==> src/rtl/gulcd_pkg.sv <==
`default_nettype none
package gulcd_pkg;

  localparam logic [7:0] BYTE_C2     = 8'hC2;
  localparam logic [7:0] BYTE_B0     = 8'hB0;
  localparam logic [7:0] BYTE_CE     = 8'hCE;
  localparam logic [7:0] BYTE_CF     = 8'hCF;
  localparam logic [7:0] CODE_THETA  = 8'd242;
  localparam logic [7:0] CODE_SIGMA  = 8'd246;
  localparam logic [7:0] CODE_QMARK  = 8'h3F;
  localparam logic [7:0] DEGREE_RST  = 8'd223;

  localparam logic [2:0] ADDR_DEGREE = 3'd0;

  typedef enum logic [3:0] {
    LEAD_NONE = 4'b0001,
    LEAD_C2   = 4'b0010,
    LEAD_CE   = 4'b0100,
    LEAD_CF   = 4'b1000
  } lead_t;

  typedef struct packed {
    logic [7:0] code;
    logic       run_last;
    logic       text_last;
  } res_t;

  // decode of one word: up to two codes, plus the lead left pending
  typedef struct packed {
    logic [1:0] count;
    res_t       first;
    res_t       second;
    lead_t      next_lead;
  } dec_t;

  function automatic logic [7:0] map_ce(input logic [7:0] b);
    logic [7:0] c;
    case (b)
      8'h91:   c = 8'h41;  // A
      8'h92:   c = 8'h42;  // B
      8'h93:   c = 8'd0;
      8'h94:   c = 8'd1;
      8'h95:   c = 8'h45;  // E
      8'h96:   c = 8'h5A;  // Z
      8'h97:   c = 8'h48;  // H
      8'h98:   c = CODE_THETA;
      8'h99:   c = 8'h49;  // I
      8'h9A:   c = 8'h4B;  // K
      8'h9B:   c = 8'd2;
      8'h9C:   c = 8'h4D;  // M
      8'h9D:   c = 8'h4E;  // N
      8'h9E:   c = 8'd3;
      8'h9F:   c = 8'h4F;  // O
      8'hA0:   c = 8'd4;
      8'hA1:   c = 8'h50;  // P
      8'hA3:   c = CODE_SIGMA;
      8'hA4:   c = 8'h54;  // T
      8'hA5:   c = 8'h59;  // Y
      8'hA6:   c = 8'd5;
      8'hA7:   c = 8'h58;  // X
      8'hA8:   c = 8'd6;
      8'hA9:   c = 8'd7;
      default: c = CODE_QMARK;
    endcase
    return c;
  endfunction

  function automatic logic [7:0] map_cf(input logic [7:0] b);
    logic [7:0] c;
    case (b)
      8'h80:   c = 8'h50;  // P
      8'h81:   c = 8'h52;  // R
      8'h82:   c = CODE_SIGMA;
      8'h83:   c = CODE_SIGMA;
      default: c = CODE_QMARK;
    endcase
    return c;
  endfunction

endpackage
`default_nettype wire

==> src/rtl/gulcd_dec.sv <==
`default_nettype none
module gulcd_dec
  import gulcd_pkg::*;
(
  input  wire logic [7:0] text_byte,
  input  wire logic       text_end,
  input  wire lead_t      lead,
  input  wire logic [7:0] degree_code,
  output dec_t            dec
);

  logic       is_lead;
  logic [7:0] fresh_code;
  logic       fresh_emit;
  lead_t      fresh_lead;
  logic [7:0] code0;
  logic [7:0] code1;
  logic [1:0] n;
  lead_t      nl;

  // handling of a word with nothing pending
  always_comb begin
    is_lead    = (text_byte == BYTE_C2) || (text_byte == BYTE_CE) || (text_byte == BYTE_CF);
    fresh_code = text_byte;
    fresh_emit = 1'b1;
    fresh_lead = LEAD_NONE;
    if (is_lead) begin
      if (text_end) begin
        fresh_code = (text_byte == BYTE_C2) ? BYTE_C2 : CODE_QMARK;
      end else begin
        fresh_emit = 1'b0;
        if (text_byte == BYTE_C2) begin
          fresh_lead = LEAD_C2;
        end else if (text_byte == BYTE_CE) begin
          fresh_lead = LEAD_CE;
        end else begin
          fresh_lead = LEAD_CF;
        end
      end
    end
  end

  always_comb begin
    code0 = fresh_code;
    code1 = fresh_code;
    n     = 2'd1;
    nl    = LEAD_NONE;
    case (lead)
      LEAD_C2: begin
        if (text_byte == BYTE_B0) begin
          code0 = degree_code;
        end else begin
          code0 = BYTE_C2;
          n     = fresh_emit ? 2'd2 : 2'd1;
          nl    = fresh_lead;
        end
      end
      LEAD_CE: code0 = map_ce(text_byte);
      LEAD_CF: code0 = map_cf(text_byte);
      default: begin
        n  = fresh_emit ? 2'd1 : 2'd0;
        nl = fresh_lead;
      end
    endcase
    if (text_end) begin
      nl = LEAD_NONE;
    end
  end

  always_comb begin
    dec.count            = n;
    dec.first.code       = code0;
    dec.first.run_last   = (n == 2'd1);
    dec.first.text_last  = (n == 2'd1) && text_end;
    dec.second.code      = code1;
    dec.second.run_last  = 1'b1;
    dec.second.text_last = text_end;
    dec.next_lead        = nl;
  end

endmodule
`default_nettype wire

==> src/rtl/gulcd_obuf.sv <==
`default_nettype none
module gulcd_obuf
  import gulcd_pkg::*;
(
  input  wire logic       clk,
  input  wire logic       rst_n,
  input  wire logic       wr_en,
  input  wire dec_t       dec,
  output logic            room,
  output logic            out_valid,
  input  wire logic       out_ready,
  output logic [7:0]      out_lcd_code,
  output logic            out_run_last,
  output logic            out_text_last
);

  localparam int DEPTH = 4;

  res_t       q_r [DEPTH];
  logic [1:0] wptr_r, wptr_nxt;
  logic [1:0] rptr_r, rptr_nxt;
  logic [2:0] cnt_r, cnt_nxt;
  logic [1:0] n_wr;
  logic       pop;
  logic [1:0] wptr1;

  assign room      = (cnt_r <= 3'd2);
  assign out_valid = (cnt_r != 3'd0);
  assign pop       = out_valid && out_ready;
  assign n_wr      = wr_en ? dec.count : 2'd0;
  assign wptr1     = wptr_r + 2'd1;

  assign out_lcd_code  = q_r[rptr_r].code;
  assign out_run_last  = q_r[rptr_r].run_last;
  assign out_text_last = q_r[rptr_r].text_last;

  always_comb begin
    wptr_nxt = wptr_r + n_wr;
    rptr_nxt = rptr_r + {1'b0, pop};
    cnt_nxt  = cnt_r + {1'b0, n_wr} - {2'b00, pop};
  end

  always_ff @(posedge clk) begin
    if (!rst_n) begin
      wptr_r <= '0;
      rptr_r <= '0;
      cnt_r  <= '0;
    end else begin
      wptr_r <= wptr_nxt;
      rptr_r <= rptr_nxt;
      cnt_r  <= cnt_nxt;
    end
  end

  always_ff @(posedge clk) begin
    if (n_wr != 2'd0) begin
      q_r[wptr_r] <= dec.first;
    end
    if (n_wr == 2'd2) begin
      q_r[wptr1] <= dec.second;
    end
  end

endmodule
`default_nettype wire

==> src/rtl/greek_utf8_to_lcd_code.sv <==
`default_nettype none
// Greek UTF-8 text to character-LCD codes.
// Input channel (in_valid/in_ready): one text word per transfer, in_text_end
// marks the last word of a text. Output channel (out_valid/out_ready): one
// LCD code per transfer; out_run_last closes the codes caused by one input
// word, out_text_last marks the final code of the text.
// Input words go into an input register; decode runs from that register and
// writes zero, one or two codes into a four-entry output queue. An input word
// passes through the input register and then a queue entry on its way out.
// Throughput is one word per cycle while the queue drains one code per cycle;
// the queue's single read port limits output to one code per cycle, so a word
// that yields two codes needs two output transfers downstream.
// in_ready drops when the input register is full and the queue has fewer than
// two free entries; a stalled receiver thus backs up into the input after a
// few words. Nothing is lost or repeated.
// Reset (rst_n low, synchronous) empties the queue and input register, drops
// any pending lead byte and sets the degree code to 223.
// APB register at byte 0: degree_code (bits 7:0). Write only while idle.
module greek_utf8_to_lcd_code
  import gulcd_pkg::*;
(
  input  wire logic        clk,
  input  wire logic        rst_n,
  input  wire logic        in_valid,
  output logic             in_ready,
  input  wire logic [7:0]  in_text_byte,
  input  wire logic        in_text_end,
  output logic             out_valid,
  input  wire logic        out_ready,
  output logic [7:0]       out_lcd_code,
  output logic             out_run_last,
  output logic             out_text_last,
  input  wire logic        cfg_psel,
  input  wire logic        cfg_penable,
  input  wire logic        cfg_pwrite,
  input  wire logic [2:0]  cfg_paddr,
  input  wire logic [31:0] cfg_pwdata,
  output logic [31:0]      cfg_prdata,
  output logic             cfg_pready
);

  logic [7:0] degree_r;
  logic       s1_v_r;
  logic [7:0] s1_byte_r;
  logic       s1_end_r;
  lead_t      lead_r;
  dec_t       dec;
  logic       room;
  logic       s1_go;
  logic       in_take;
  logic       cfg_wr;
  logic       cfg_hit;

  assign cfg_pready = 1'b1;
  assign cfg_hit    = (cfg_paddr[2] == ADDR_DEGREE[2]);
  assign cfg_wr     = cfg_psel && cfg_penable && cfg_pwrite && cfg_pready && cfg_hit;
  assign cfg_prdata = cfg_hit ? {24'd0, degree_r} : 32'd0;

  assign s1_go    = s1_v_r && room;
  assign in_ready = !s1_v_r || room;
  assign in_take  = in_valid && in_ready;

  always_ff @(posedge clk) begin
    if (!rst_n) begin
      degree_r <= DEGREE_RST;
      s1_v_r   <= 1'b0;
      lead_r   <= LEAD_NONE;
    end else begin
      if (cfg_wr) begin
        degree_r <= cfg_pwdata[7:0];
      end
      if (in_take) begin
        s1_v_r <= 1'b1;
      end else if (s1_go) begin
        s1_v_r <= 1'b0;
      end
      if (s1_go) begin
        lead_r <= dec.next_lead;
      end
    end
  end

  always_ff @(posedge clk) begin
    if (in_take) begin
      s1_byte_r <= in_text_byte;
      s1_end_r  <= in_text_end;
    end
  end

  gulcd_dec u_dec (
    .text_byte   (s1_byte_r),
    .text_end    (s1_end_r),
    .lead        (lead_r),
    .degree_code (degree_r),
    .dec         (dec)
  );

  gulcd_obuf u_obuf (
    .clk           (clk),
    .rst_n         (rst_n),
    .wr_en         (s1_go),
    .dec           (dec),
    .room          (room),
    .out_valid     (out_valid),
    .out_ready     (out_ready),
    .out_lcd_code  (out_lcd_code),
    .out_run_last  (out_run_last),
    .out_text_last (out_text_last)
  );

endmodule
`default_nettype wire
==> config.mk <==
export PLATFORM = sky130hd
export DESIGN_NAME = greek_utf8_to_lcd_code
export DESIGN_NICKNAME = d
export VERILOG_FILES = /design/src/rtl/gulcd_pkg.sv /design/src/rtl/gulcd_dec.sv /design/src/rtl/gulcd_obuf.sv /design/src/rtl/greek_utf8_to_lcd_code.sv
export SDC_FILE = /design/constraint.sdc
export NUM_CORES = 1
export LEC_CHECK = 0
export BUFFER_PORTS_ARGS = -buffer_cell sky130_fd_sc_hd__buf_2
export CAP_MARGIN = 20
export CORE_ASPECT_RATIO = 1.2
export CORE_MARGIN = 1
export CORE_UTILIZATION = 60
export DETAILED_ROUTE_END_ITERATION = 8
export MAX_ROUTING_LAYER = met4
export PLACE_DENSITY = 0.89
export SLEW_MARGIN = 15
export SYNTH_ARGS = -nofsm -noshare
export SYNTH_HDL_FRONTEND = slang
export SYNTH_SLANG_ARGS = --single-unit
==> constraint.sdc <==
create_clock -name clk -period 6.1 [get_ports clk]
set_input_delay 1.22 -clock clk [delete_from_list [all_inputs] [get_ports clk]]
set_output_delay 1.22 -clock clk [all_outputs]
set_load 0.01 [all_outputs]
* Word-level counts from Yosys, hierarchy flattened *
Memory sizes are Yosys's and may differ from the RTL's. A register that Yosys moved wholly into a read port is not among the register bits.
Index checks and enable logic that the tools add are counted.

operators by class
  add/sub/neg operators = 5
  magnitude comparators = 1
  equality and inequality tests = 37
  multiplexer cells = 28
  bitwise operators = 1
  reduce and logical (&&, ||, !) cells = 16

operator list
  operator                                              number
  equality test 8 bit (second input constant)           32
  case mux 8 bit (24 select lines)                      1
  case mux 8 bit (3 select lines)                       2
  2-to-1 mux 8 bit                                      5
  2-to-1 mux 4 bit                                      5
  2-to-1 mux 1 bit                                      9
  2-to-1 mux 2 bit                                      4
  case mux 4 bit (2 select lines)                       1
  logical AND 1 bit                                     7
  equality test 4 x 2 -> 1 bit (second input constant)  1
  equality test 4 x 3 -> 1 bit (second input constant)  1
  equality test 4 bit (second input constant)           1
  case mux 2 bit (2 select lines)                       1
  nonzero test 2 bit                                    2
  OR reduction 2 bit                                    2
  adder 3 x 2 -> 3 bit                                  1
  <= comparator 3 x 2 -> 1 bit (second input constant)  1
  logical OR 1 bit                                      3
  nonzero test 3 bit                                    1
  subtractor 3 x 1 -> 3 bit                             1
  adder 2 x 1 -> 2 bit                                  1
  adder 2 x 1 -> 2 bit (second input constant)          1
  adder 2 bit                                           1
  equality test 2 x 1 -> 1 bit (second input constant)  1
  other kinds (3)                                       3

word-level totals
  register bits after elaboration = 29
  RAM bits = 40
  input port bits = 51
  output and inout port bits = 45
  logic and storage cells = 97
  memories = 1

memory list
  name        words  width  read ports  clocked after Yosys merged registers in  wr ports  line              text
  u_obuf.q_r  4      10     1           1                                        2         gulcd_obuf.sv:19  res_t q_r [DEPTH];

* Logic depth before layout (Yosys ltp) *
  word-level depth = 11
  mapped depth = 10
  depth with buffers taken out = 9

* Modules after synthesis *
Synthesis repeated with hierarchy kept, for this count alone.

unflattened totals
  cells, all modules = 408
  area, all modules = 4529.3 µm²

by module, submodules not included
  module                  instances  cells an instance  area each (µm²)  sequential area each (µm²)
  gulcd_obuf              1          148                2443.6           1341.3
  greek_utf8_to_lcd_code  1          102                1109.8           530.5
  gulcd_dec               1          158                975.9            0.0

* Worst setup path before layout *
No wires, ideal clock.

  path type = register to register
  from = register s1_byte_r[3]
  to = register u_obuf.cnt_r[2]
  library setup time = 0.115 ns
  data arrival time = 2.809 ns
  required time = 5.985 ns
  path slack = 3.177 ns
  stages on the path, launching flop included = 11
  path buffers = 1
  clock period less this slack = 2.923 ns
  cell sequence = edfxtp_1 buf_6 or3_4 a2111oi_4 mux2i_1 nor2b_1 nand2b_1 fa_1 xor2_1 xnor2_1 and2_1

between the ends
  word-level cells in the longest chain between the ends = 10
  elaborated cells between the ends (all ways) = 14
  those cells by class = 2 x add/sub; 4 x eq/ne; 6 x mux; 2 x reduce/logical

RTL lines
  what                                 line                          text
  from (decl)                          greek_utf8_to_lcd_code.sv:44  logic [7:0] s1_byte_r;
  from (signal assigned)               greek_utf8_to_lcd_code.sv:85  s1_byte_r <= in_text_byte;
  equality test 8 bit                  gulcd_dec.sv:23               is_lead = (text_byte == BYTE_C2) || (text_byte == BYTE_CE) || (text_byte == BYTE_CF);
  logical OR 1 bit (2 in series)       gulcd_dec.sv:23
  2-to-1 mux 1 bit                     gulcd_dec.sv:27               if (is_lead) begin
  2-to-1 mux 2 bit                     gulcd_dec.sv:54               n = fresh_emit ? 2'd2 : 2'd1;
  2-to-1 mux 2 bit                     gulcd_dec.sv:50               if (text_byte == BYTE_B0) begin
  case mux 2 bit (2 select lines) (*)  gulcd_dec.sv:48               case (lead)
  2-to-1 mux 2 bit (*)                 gulcd_obuf.sv:30              assign n_wr = wr_en ? dec.count : 2'd0;
  adder 3 x 2 -> 3 bit (*)             gulcd_obuf.sv:40              cnt_nxt = cnt_r + {1'b0, n_wr} - {2'b00, pop};
  subtractor 3 x 1 -> 3 bit (*)        gulcd_obuf.sv:40
  to (signal assigned)                 gulcd_obuf.sv:51              cnt_r <= cnt_nxt;
  to (decl)                            gulcd_obuf.sv:22              logic [2:0] cnt_r, cnt_nxt;

Every way passes the cells marked *; elsewhere a longest branch is shown, timed or not.
A chain may end at the register's enable or synchronous reset.

* Final worst setup path *
  from = register s1_byte_r[2]
  to = register u_obuf.cnt_r[2]

Same word-level chain as after synthesis.

==> impl_metrics.yaml <==
run_status:
  status: "finished, final reports clean"
global_route:
  grt_pass1_vias: 3251
  antenna_found_initial: 0
  grt_max_degree: 38
  grt_pass1_wl_microns: 15800
  grt_overflow: 0
  track_usage: 0.268
finish:
  ff_latch_area_sq_mm: 0.00183
  drive_gt1_frac: 0.194
  stdcell_count: 580
  nFillCells: 580
  post-route-util: 0.669
  nets: 540
  multi_input_area_sq_mm: 0.00243
  area.growth.synth_to_final_pct: 7.13
  num_antenna_cells: 0
die:
  die_area_sq_mm: 0.00793
  die_w_microns: 81.4
  rows: 34
  initial_core_util: 0.625
  core_sq_mm: 0.00727
  ios: 96
  die_h_microns: 97.3
sta:
  post-route-period-util: 0.609
  worst_pin_slew_ns: 0.960
  hold_ws_ns: 0.447
  setup-tns-final_ns: 0
  grt_setup_unrepaired: "false"
  clock_skew_ns: 0.00747
  period_minus_slack_ns: 3.72
  max_freq_mhz: 269
  report.final.slew_viol_count: 0
  hold_viol_final: 0
  slew_headroom: 0.360
  setup_viol: 0
run:
  maxCapViolCount: 0
drt:
  drtIter0Drc: 424
  drc: 0
  wl_microns: 10000
  num_vias: 3637
  firstDrtPassIters: 5
  ant_nets: 0
  wire_per_inst_microns: 17.2
  viasPerCell: 6.27
setup_path:
  endpoint_kind: "register"
  crit_fanout: 31
  critPathKind: "register to register"
  cp.arrival_ns: 3.96
  crit_family: "flip-flops"
  path_cells: "nand2_1, a2111oi_4, mux2i_1, nor2b_1, nand2b_1, fa_1, xor2_1, xnor2_1, and2_1"
  cp.required_ns: 6.35
  path_buf_inv: 0
  crit_path_max_incr_delay_ns: 0.98
  cpMaxStageDelayCell: "edfxtp_1"
  critPathLaunchType: "register"
placed_design:
  dp_hpwl_microns: 7340
  io_buffers: 44
  dp.cells: 564
  gp_congestion: 0.937
yosys:
  synth_edf_count: 45
  synth_top_area_frac: 0.297
  synth-seq-area-share: 0.403
  ys.flop_type: "edfxtp_1"
  synth.largest_area_cell: "edfxtp_1"
  synth_most_common_cell: "nand2_1"
  avgSynthCellArea_sq_um: 9.92
  synth_seq_cells: 69
  synth_area_sq_mm: 0.00454
  yosysWarnings: 0
  synth_common_cells: "nand2_1 (57), edfxtp_1 (45), a21oi_1 (28)"
  async_flop_share: 0
  synth.distinct_cells: 80
  ys_top_cells_by_area: "edfxtp_1 (30%), dfxtp_1 (11%), mux4_2 (5.0%)"
  synth_cells: 458
clock_tree:
  htree_levels: 3
  cts_tree: "built"
  cts_resized: 0
  cts_root_buffer: "clkbuf_8"
  cts.reportedPaths.clkPinSlew_ns: 0.07
  clk_latency_ns: 0.35
  cts_num_sinks: 69
  postCtsSetupRepairBufs: 0
  numCtsBuffers: 9
  clockBufferDepth: 2
  cts_hold_buf: 0
pwr:
  pwr_density_cell_mw_per_mm2: 280
  p_leak_uw: 0.00193
  irDropWorstVdd_mv: 0.213
  power_uw: 1360
worst_hold_path:
  min_path_type: "register to register"
## through the flow
step / setup slack (ns) / cell area (sq um)
floorplan: 3.18 / 4630
global route: 2.10 / 4870
finish: 2.38 / 4870
detailed placement: 2.48 / 4640
CTS: 2.45 / 4870
global placement: 2.57 / 4640
## layer usage
layer	track usage	share of wire
met5	-	0
met3	0.0357	0.067
met1	0.320	0.40
met4	0.103	0.019
met2	0.451	0.52
## registers in the layout, indices dropped and copies added (netlist names)
signal and count:
degree_r 8, s1_end_r 1, lead_r 4, s1_byte_r 8
u_obuf.rptr_r 2, s1_v_r 1, u_obuf.q_r 40, u_obuf.cnt_r 3
u_obuf.wptr_r 2
## cells in the final DEF (no fill, tap or decap), types with 6 or more instances in the layout
| cell | instances |
|---|---|
| a211oi_1 | 8 |
| a21oi_1 | 28 |
| a22o_1 | 6 |
| and2_1 | 10 |
| buf_2 | 44 |
| clkbuf_8 | 10 |
| conb_1 | 25 |
| dfxtp_1 | 24 |
| edfxtp_1 | 45 |
| inv_1 | 8 |
| mux4_2 | 10 |
| nand2_1 | 57 |
| nand2b_1 | 9 |
| nand3_1 | 16 |
| nor2_1 | 19 |
| nor2b_1 | 19 |
| nor3_1 | 11 |
| o211a_1 | 6 |
| o21ai_0 | 12 |
| o22ai_1 | 13 |
| xor2_1 | 6 |
## power breakdown
part | switching (uW) | internal, uW | leakage [uW]
clock network | 176 | 243 | 0.000114
logic | 169 | 163 | 0.00119
registers | 65.0 | 546 | 0.000629
total | 410 | 953 | 0.00193
## final timing paths
| kind | slack (ns) | to | cells after the start | from |
|---|---|---|---|---|
| setup reg to reg | 2.38 | u_obuf.cnt_r[2] | 9 | s1_byte_r[2] |
| hold reg to reg | 0.45 | u_obuf.q_r[2][1] | 2 | u_obuf.q_r[2][1] |
| setup / recovery | 2.38 | u_obuf.cnt_r[2] | 9 | s1_byte_r[2] |
| hold / removal | 0.45 | u_obuf.q_r[2][1] | 2 | u_obuf.q_r[2][1] |
## cells by family after synthesis
group           synth area share
flops                      0.403
xor+xnor                  0.0135
other cells              0.00165
compound gates             0.199
buf+inv                   0.0801
mux                       0.0518
simple gates               0.238
fa+ha+maj                 0.0127
## worst reg2reg max path, delay by kind of cell (launching register included)
kind | cells | cell delay (ns)
simple gates | 4 | 0.97
compound gates | 1 | 0.47
xor+xnor | 2 | 0.28
mux | 1 | 0.52
flops | 1 | 0.98
fa+ha+maj | 1 | 0.39
## final cells by class
| cell class | count | area share |
|---|---|---|
| Multi-Input combinational cell | 351 | 0.500 |
| Clock inverter | 5 | 0.0170 |
| Sequential cell | 69 | 0.376 |
| Timing Repair Buffer | 46 | 0.0483 |
| Clock buffer | 11 | 0.0290 |
| Inverter | 8 | 0.00617 |
| Tap cell | 90 | 0.0231 |
Note: power is estimated with default switching activity, not from simulation.
